**config.mk**
```make
export PLATFORM = sky130hd
export DESIGN_NAME = binary_to_decimal_digits
export DESIGN_NICKNAME = d
export VERILOG_FILES = /design/src/design/bdd_pkg.sv /design/src/design/bdd_cell.sv /design/src/design/bdd_emit.sv /design/src/design/binary_to_decimal_digits.sv
export SDC_FILE = /design/constraint.sdc
export NUM_CORES = 1
export LEC_CHECK = 0
export BUFFER_PORTS_ARGS = -buffer_cell sky130_fd_sc_hd__buf_2
export CAP_MARGIN = 10
export CORE_AREA = 2 2 119 121
export CTS_CLUSTER_SIZE = 10
export DETAILED_ROUTE_END_ITERATION = 12
export DIE_AREA = 0 0 121 123
export PLACE_DENSITY_LB_ADDON = 0.05
export SETUP_SLACK_MARGIN = 0.15
export SLEW_MARGIN = 20
export SYNTH_ARGS = -nofsm -noshare
export SYNTH_HDL_FRONTEND = slang
export SYNTH_SLANG_ARGS = --single-unit
```
**constraint.sdc**
```tcl
create_clock -name clk -period 7.1 [get_ports clk]
set_input_delay 0 -clock clk [delete_from_list [all_inputs] [get_ports clk]]
set_output_delay 0 -clock clk [all_outputs]
set_load 0.01 [all_outputs]
```
**src/design/bdd_pkg.sv**
```systemverilog
// Shared types and constants for the binary to decimal digit converter.
// Used by the digit cells, the character emitter and the top level.

package bdd_pkg;

	localparam int unsigned VALUE_W    = 16;
	localparam int unsigned NUM_DIGITS = 5;
	localparam int unsigned DIGIT_W    = 4;
	localparam int unsigned CHAR_W     = 6;
	localparam int unsigned POS_W      = $clog2(NUM_DIGITS);

	localparam logic [CHAR_W-1:0] ASCII_ZERO = 6'd48;

	// Place weights, most significant place first.
	localparam int unsigned PLACE_WEIGHT [NUM_DIGITS] = '{10000, 1000, 100, 10, 1};

	typedef logic [NUM_DIGITS-1:0][DIGIT_W-1:0] digits_t;

	// Word moving down the cell chain: remainder still to convert and the
	// digits found so far (index 0 is the ten-thousands place).
	typedef struct packed {
		logic               valid;
		logic [VALUE_W-1:0] rest;
		digits_t            digits;
	} stage_t;

endpackage

```
**src/design/bdd_cell.sv**
```systemverilog
// One place of the conversion chain: finds the digit for its place weight
// and passes the remainder on. Depends on bdd_pkg.

module bdd_cell
	import bdd_pkg::*;
#(
	parameter int unsigned IDX = 0
) (
	input  logic   clk,
	input  logic   arst_n,
	input  logic   en,
	input  stage_t prev,
	output stage_t next
);

	logic               valid_q;
	logic [VALUE_W-1:0] rest_q;
	digits_t            digits_q;
	logic [DIGIT_W-1:0] digit;
	logic [VALUE_W:0]   sub;
	logic [VALUE_W:0]   rest_ext;
	digits_t            digits_nxt;

	// The remainder entering a cell is below ten times its weight, so the
	// digit is the largest multiple that still fits.
	always_comb begin
		rest_ext = {1'b0, prev.rest};
		digit    = '0;
		sub      = '0;
		for (int d = 1; d <= 9; d++) begin
			if (rest_ext >= (VALUE_W+1)'(d * PLACE_WEIGHT[IDX])) begin
				digit = DIGIT_W'(d);
				sub   = (VALUE_W+1)'(d * PLACE_WEIGHT[IDX]);
			end
		end
		digits_nxt      = prev.digits;
		digits_nxt[IDX] = digit;
	end

	always_ff @(posedge clk or negedge arst_n) begin
		if (!arst_n) begin
			valid_q <= 1'b0;
		end else if (en) begin
			valid_q <= prev.valid;
		end
	end

	always_ff @(posedge clk) begin
		if (en) begin
			rest_q   <= VALUE_W'(rest_ext - sub);
			digits_q <= digits_nxt;
		end
	end

	assign next = '{valid: valid_q, rest: rest_q, digits: digits_q};

endmodule

```
**src/design/bdd_emit.sv**
```systemverilog
// Character emitter: holds one finished set of digits and sends them one
// word a cycle while out_ready is high, skipping leading zeros. Depends on bdd_pkg.

module bdd_emit
	import bdd_pkg::*;
(
	input  logic              clk,
	input  logic              arst_n,
	input  stage_t            in_stage,
	output logic              take,
	output logic              out_valid,
	input  logic              out_ready,
	output logic [CHAR_W-1:0] digit_char,
	output logic              last
);

	logic             busy_q;
	logic [POS_W-1:0] pos_q;
	digits_t          digits_q;
	logic [POS_W-1:0] start;
	logic             load;

	// The units digit is always sent, so the search stops there.
	always_comb begin
		start = POS_W'(NUM_DIGITS - 1);
		for (int i = NUM_DIGITS - 2; i >= 0; i--) begin
			if (in_stage.digits[i] != '0) begin
				start = POS_W'(i);
			end
		end
	end

	assign last       = (pos_q == POS_W'(NUM_DIGITS - 1));
	assign out_valid  = busy_q;
	assign take       = !busy_q || (out_ready && last);
	assign load       = in_stage.valid && take;
	assign digit_char = ASCII_ZERO + {{(CHAR_W-DIGIT_W){1'b0}}, digits_q[pos_q]};

	always_ff @(posedge clk or negedge arst_n) begin
		if (!arst_n) begin
			busy_q <= 1'b0;
			pos_q  <= '0;
		end else if (load) begin
			busy_q <= 1'b1;
			pos_q  <= start;
		end else if (busy_q && out_ready) begin
			if (last) begin
				busy_q <= 1'b0;
			end else begin
				pos_q <= pos_q + POS_W'(1);
			end
		end
	end

	always_ff @(posedge clk) begin
		if (load) begin
			digits_q <= in_stage.digits;
		end
	end

endmodule

```
**src/design/binary_to_decimal_digits.sv**
```systemverilog
// Converts an unsigned 16-bit value into its decimal ASCII digits, most
// significant first, leading zeros dropped, with last set on the units digit.
// A value passes through a chain of five registered cells, one per decimal
// place, is then loaded into the emitter when the emitter can take it, and
// the emitter sends one character per cycle while out_ready is high. A value
// with more digits occupies the output longer, so the output port limits
// the sustained rate. A new value is taken while earlier ones are still in
// the chain. Depends on bdd_pkg, bdd_cell and bdd_emit.

module binary_to_decimal_digits
	import bdd_pkg::*;
(
	input  logic               clk,
	input  logic               arst_n,
	input  logic               in_valid,
	output logic               in_ready,
	input  logic [VALUE_W-1:0] value,
	output logic               out_valid,
	input  logic               out_ready,
	output logic [CHAR_W-1:0]  digit_char,
	output logic               last
);

	stage_t chain [NUM_DIGITS+1];
	logic   take;
	logic   advance;

	// The whole chain moves together whenever its tail can be handed over.
	assign advance  = !chain[NUM_DIGITS].valid || take;
	assign in_ready = advance;

	always_comb begin
		chain[0].valid  = in_valid;
		chain[0].rest   = value;
		chain[0].digits = '0;
	end

	for (genvar g = 0; g < NUM_DIGITS; g++) begin : g_cell
		bdd_cell #(
			.IDX(g)
		) u_cell (
			.clk   (clk),
			.arst_n(arst_n),
			.en    (advance),
			.prev  (chain[g]),
			.next  (chain[g+1])
		);
	end

	bdd_emit u_emit (
		.clk       (clk),
		.arst_n    (arst_n),
		.in_stage  (chain[NUM_DIGITS]),
		.take      (take),
		.out_valid (out_valid),
		.out_ready (out_ready),
		.digit_char(digit_char),
		.last      (last)
	);

endmodule

```
# --- Word-level counts from Yosys, hierarchy flattened ---
# Index checks and enable logic that the tools add are counted.
word_totals:
  ff_bits: 153
  out_inout_bits: 9
  wordCells: 198
op_classes:
  add_sub_neg: 6
  n_lt_le_gt_ge: 46
  eq_ne: 2
  mux: 88
  reduce_logical: 20
ops:
  columns: ["op", "n"]
  rows:
  - ["$mux 4", 32]
  - ["$mux 16", 6]
  - ["$ge 16x10->1 const B", 5]
  - ["$ge 16x13->1 const B", 4]
  - ["$ge 16x3->1 const B", 4]
  - ["$ge 16x7->1 const B", 4]
  - ["$mux 13", 4]
  - ["$ge 16x17->1 const B", 3]
  - ["$mux 10", 5]
  - ["$ge 16x16->1 const B", 3]
  - ["$ge 16x4->1 const B", 3]
  - ["$ge 16x6->1 const B", 3]
  - ["$ge 16x9->1 const B", 3]
  - ["$ge 16x12->1 const B", 2]
  - ["$ge 16x14->1 const B", 2]
  - ["$ge 16x15->1 const B", 2]
  - ["$ge 16x2->1 const B", 2]
  - ["$ge 16x5->1 const B", 2]
  - ["$mux 15", 2]
  - ["$mux 14", 2]
  - ["$mux 7", 4]
  - ["$mux 9", 3]
  - ["$mux 12", 2]
  - ["$mux 3", 7]
  - ["25 further kinds", 53]

# --- Longest topological paths before layout ---
logic_depth:
  word_depth: 11
  depth_mapped: 15
  ltp_nobuf: 14

# --- Modules after synthesis ---
# A second synthesis with hierarchy kept.
unflattened:
  hier_cells: 827
  hier_area_um2: 10343.7
modules_own_cells:
  columns: ["mod", "n_inst", "cells_per_inst", "area_each_um2"]
  rows:
  - ["bdd_cell at g_cell[1].u_cell", 1, 171, 1986.9]
  - ["bdd_cell at g_cell[2].u_cell", 1, 164, 1931.9]
  - ["bdd_cell at g_cell[3].u_cell", 1, 156, 1861.8]
  - ["bdd_cell at g_cell[0].u_cell", 1, 150, 1834.3]
  - ["bdd_cell at g_cell[4].u_cell", 1, 103, 1595.3]
  - ["bdd_emit", 1, 81, 1123.6]
  - ["binary_to_decimal_digits", 1, 2, 10.0]

# --- Worst setup path after synthesis ---
# OpenSTA, ideal clock, no wires.
synth_path:
  kind: "register to register"
  from: "reg u_emit.pos_q[1]"
  to: "reg g_cell[0].u_cell.valid_q"
  setup_ns: 0.147
  arrival_ns: 5.193
  required_ns: 6.953
  setup_slack_ns: 1.760
  stages_incl_launch_ff: 7
  path_buffers: 1
  synth_period_minus_slack_ns: 5.340
  path_cell_list: "dfrtp_1 > clkbuf_1 > inv_1 > ha_1 > nand3_1 > nand3_1 > mux2_2"
synth_via:
  elab_chain_cells: 4
synth_lines:
  columns: ["item", "line", "rtl"]
  rows:
  - ["start, declared", "bdd_emit.sv:18", "logic [POS_W-1:0] pos_q;"]
  - ["start signal, assigned", "bdd_emit.sv:45", "pos_q <= start;"]
  - ["start signal, assigned", "bdd_emit.sv:50", "pos_q <= pos_q + POS_W'(1);"]
  - ["$eq 3x3->1", "bdd_emit.sv:33", "assign last = (pos_q == POS_W'(NUM_DIGITS - 1));"]
  - ["$logic_and 1x1->1", "bdd_emit.sv:35", "assign take = !busy_q || (out_ready && last);"]
  - ["$logic_or 1x1->1", "bdd_emit.sv:35", null]
  - ["$logic_or 1x1->1", "binary_to_decimal_digits.sv:29", "assign advance = !chain[NUM_DIGITS].valid || take;"]
  - ["net in_ready", "binary_to_decimal_digits.sv:16", "output logic in_ready,"]
  - ["end signal, assigned", "bdd_cell.sv:44", "valid_q <= prev.valid;"]
  - ["end, declared", "bdd_cell.sv:16", "logic valid_q;"]
# The timed path passes the listed nets, and every way through them passes these cells.
# A chain may end at the register's enable or synchronous reset.

# --- Worst setup path in the final report ---
layout_path:
  from: "reg g_cell[2].u_cell.rest_q[10]"
  to: "reg g_cell[3].u_cell.rest_q[13], data pin"
layout_via:
  elab_chain_cells: 11
layout_lines:
  columns: ["item", "line", "rtl"]
  rows:
  - ["start, declared", "bdd_cell.sv:17", "logic [VALUE_W-1:0] rest_q;"]
  - ["start signal, assigned", "bdd_cell.sv:50", "rest_q <= VALUE_W'(rest_ext - sub);"]
  - ["$ge 16x4->1", "bdd_cell.sv:31", "if (rest_ext >= (VALUE_W+1)'(d * PLACE_WEIGHT[IDX])) begin"]
  - ["$mux 4", "bdd_cell.sv:31", null]
  - ["$mux 5 (2 in a row)", "bdd_cell.sv:31", null]
  - ["$mux 6 (3 in a row)", "bdd_cell.sv:31", null]
  - ["$mux 7 (3 in a row)", "bdd_cell.sv:31", null]
  - ["$sub 16x7->16 *", "bdd_cell.sv:50", null]
  - ["end signal, assigned", "bdd_cell.sv:50", null]
  - ["end, declared", "bdd_cell.sv:17", null]
# Mark *: on every way between the ends. The rest lies on a longest branch, timed or not.

==> flow_summary_export.csv <==
group,metric,value,unit
synth,yosys.area.top_type_share,0.515,
global_routing,grt_use_total,0.218,
finish,fillers,1005,
synth,synth_compound_area_frac,0.171,
setup_path,cp.arrival,4350,ps
floorplan,die_x,121,um
global_routing,grt_first_pass_wirelength,25.3,mm
global_routing,grt_pass1_vias,5309,
routing,num_vias,5784,
setup_path,end_kind,"flip-flop",
synth,synth_xor_area_frac,0.0381,
setup_path,cp_cell_sequence,"or4_4, nor4_4, o21ai_2, a21o_2, o21bai_1, ha_1, inv_1, fa_1, a21o_1, a211oi_1, nor2_1, or4b_1, xnor2_1",
synth,synthArstFlopShare,0.0612,
routing,drcViolationCount,0,
synth,yosysSeqAreaShare,0.543,
routing,dr_wl_met2,7.82,mm
setup_path,crit_path_start_kind,"flip-flop",
synth,muxShareOfSynthArea,0.00825,
placement,gp_congestion,0.936,
clock_tree,clk_pin_slew,60,ps
synth,syn_area_per_cell,11.2,um^2
clock_tree,cts.sinks,147,
power_and_ir_drop,power.density,352,nW/um^2
finish,fin_util,0.664,
power_and_ir_drop,seqPwrFrac,0.442,
timing,clock_skew,9.23,ps
power_and_ir_drop,clkPwrFrac,0.299,
synth,synth_flop_cell,"edfxtp_1",
job,drv_cap,0,
setup_path,r2r_slack,2920,ps
setup_path,worstSetupPathType,"reg2reg",
finish,final_cells,942,
routing,drt-met1-wl,6.76,mm
floorplan,initial_core_util,0.591,
synth,synth_fa_ha_area_frac,0.0675,
synth,synth_top_family_by_area,"compound AO/OA/AOI/OAI gates",
timing,period_minus_slack,4180,ps
finish,syn2layout_area_growth,12.4,%
setup_path,startpoint,"g_cell[2].u_cell.rest_q[10]$_DFFE_PP_",
finish,multi_input_area,3470,um^2
timing,rsz0062_at_grt,"false",
synth,syn_area,8040,um^2
global_routing,grt_max_degree,82,
placement,dp.cells,903,
setup_path,crit_required,7270,ps
synth,synth_top_area_cell,"edfxtp_1",
floorplan,io_pins,29,
floorplan,fp.dieH,123,um
finish,diodes,0,
routing,drt_iter0_drc,465,
routing,ant_nets,0,
clock_tree,clkLatencyLatePin,410,ps
timing,min_period_over_period,0.589,
power_and_ir_drop,p_sw,1010,uW
setup_path,critPathMaxStageDelay,610,ps
synth,yosys-top-cells-area,"edfxtp_1, ha_1, a21oi_1, xnor2_1, dfrtp_1",
floorplan,core,13600,um^2
placement,dp_hpwl,10.9,mm
routing,first_pass_iters,5,
setup_path,slowest_stage,"or4_4",
timing,worst_pin_slew,971,ps
timing,setup_viol,0,
power_and_ir_drop,peakVddDrop,0.221,mV
clock_tree,htree_levels,4,
clock_tree,cts_tree,"done",
hold_path,hold_path.startpoint,"out_ready",
global_routing,grt.overflow.total,0,
routing,wl_per_cell,16.4,um
timing,slew_headroom,0.353,
power_and_ir_drop,p_comb_frac,0.259,
power_and_ir_drop,p_sw_frac,0.318,
timing,fmax,239,MHz
synth,synthSimpleGateAreaFrac,0.144,
timing,hold_violations,0,
finish,final_area,9040,um^2
clock_tree,ctsLongestPathBuffers,2,
finish,drive_above_1_share,0.105,
synth,netlist_instances,716,
routing,wl_met3,714,um
routing,top_layer,"met4",
global_routing,antenna_found_initial,0,
power_and_ir_drop,p_leak,0.00319,uW
finish,seqCellArea,4370,um^2
synth,synth_seq_cells,147,
finish,nets,810,
timing,final-max-slew-violation-count,0,
placement,placed_area,8340,um^2
outcome,outcome,"complete, no violations",
clock_tree,cts_resized,0,
routing,drt-total-wl,15.5,mm
floorplan,num_rows,43,
synth,synth_cell_types,66,
clock_tree,cts_buffers,17,
routing,viasPerCell,6.14,
floorplan,dieArea,14900,um^2
clock_tree,cts-root-buf,"clkbuf_16",
setup_path,r2r_start,"g_cell[2].u_cell.rest_q[10]$_DFFE_PP_",
timing,final.setup.tns,0,ps
power_and_ir_drop,p_int,2170,uW
hold_path,min_path_type,"in2reg",
setup_path,crit_path_max_fanout,8,
synth,synth_warnings,0,
synth,synth_edf_count,138,
placement,portBuffers,26,
-- cell usage after synthesis (all sizes together), types with 6 or more instances --
library cell,number
dfrtp,9
nand2,46
nand2b,7
or4,8
inv,34
a211oi,6
xnor2,26
a211o,6
clkbuf,20
o21ai,43
and2,6
edfxtp,138
a31oi,11
nand3,23
nor4,17
nor3,21
a21oi,50
o21bai,8
nor2,53
nor2b,10
a21o,11
nor3b,6
ha,37
xor2,9
o21a,9
-- registers in the layout, summed over array words and instances (netlist names) --
signal                 cells
g_cell.u_cell.next        55
g_cell.u_cell.rest_q      64
u_emit.digits_q           19
u_emit.pos_q               3
g_cell.u_cell.valid_q      5
u_emit.out_valid           1
-- metrics by stage --
step                      setup slack [ps]  total power (uW)  hold WS, ps
after CTS                             2970              3190         17.6
final                                 2920              3180         27.4
after floorplan                       1760              2030         -296
after global placement                3110              2200         -147
after global routing                  2680              3350         42.9
after detailed placement              2990              2230         -135
-- layout by cell type, fill, tap and decap left out, types with 5 or more instances in the layout --
cell type,count
edfxtp_1,138
nor2_1,53
a21oi_1,50
nand2_1,46
o21ai_0,42
ha_1,37
inv_1,34
xnor2_1,26
buf_2,26
nand3_1,22
nor3_1,21
clkbuf_16,17
nor4_1,16
a31oi_1,11
a21o_1,10
nor2b_1,10
o21a_1,9
xor2_1,9
dfrtp_1,9
o21bai_1,8
or4_1,7
nand2b_1,7
dlygate4sd3_1,7
nor3b_1,6
a211o_1,6
and2_1,6
o311ai_0,5
and3_1,5
a211oi_1,5
or3_1,5
nand3b_1,5
o211ai_1,5
or2_2,5
a22oi_1,5
o41ai_1,5
mux2_2,5
-- cell type report --
cell class,count,share of cell area
sequential,147,0.483
clock inverter,15,0.0226
tap,180,0.0249
clock buffer,17,0.0471
timing repair buffer,35,0.0238
inverter,34,0.0141
multi-input combinational,514,0.384
-- final timing paths --
kind | end | cells past startpoint
worst max-delay path | g_cell[3].u_cell.rest_q[13]$_DFFE_PP_ | 13
worst min-delay path | u_emit.out_valid$_DFFE_PN0P_ | 3
worst max register to register | g_cell[3].u_cell.rest_q[13]$_DFFE_PP_ | 13
worst min register to register | g_cell[2].u_cell.next[0]$_DFFE_PP_ | 0
max in group asynchronous | g_cell[0].u_cell.valid_q$_DFFE_PN0P_ | 3
min in group asynchronous | g_cell[4].u_cell.valid_q$_DFFE_PN0P_ | 3
-- repair_timing --
action	4_1_cts	5_1_grt
hold buffers	7	0
buffers inserted	0	0
hold endpoints to repair	14	0
-- per-layer routing --
layer	global-route usage	vias to the layer above
met4	0.0705	0
li1	-	2815
met1	0.270	2762
met3	0.0517	19
met2	0.377	188
met5	0	-
-- cells by family after synthesis --
| logic type | Yosys count |
|---|---|
| AND/OR/NAND/NOR | 225 |
| AO/OA/AOI/OAI | 205 |
| flip-flops | 147 |
| buffers and inverters | 56 |
| adder cells (fa/ha/maj) | 41 |
| XOR/XNOR | 35 |
| multiplexers | 6 |
| other | 1 |
-- power by group through the flow --
stage / sequential [uW] / clock (uW) / combinational, uW
2_1_floorplan: 1360 / 0 / 671
6_report: 1410 / 949 / 823
4_1_cts: 1400 / 962 / 821
3_3_place_gp: 1410 / 0 / 790
5_1_grt: 1430 / 999 / 923
3_5_place_dp: 1420 / 0 / 808
-- critical path: cells and delay by family (launching register included) --
family	cells	cell delay, ps
simple gates	4	1750
compound gates	5	970
fa+ha+maj	2	570
buf+inv	1	60
flops	1	440
xor+xnor	1	140
Note: power is estimated with default switching activity, not from simulation.
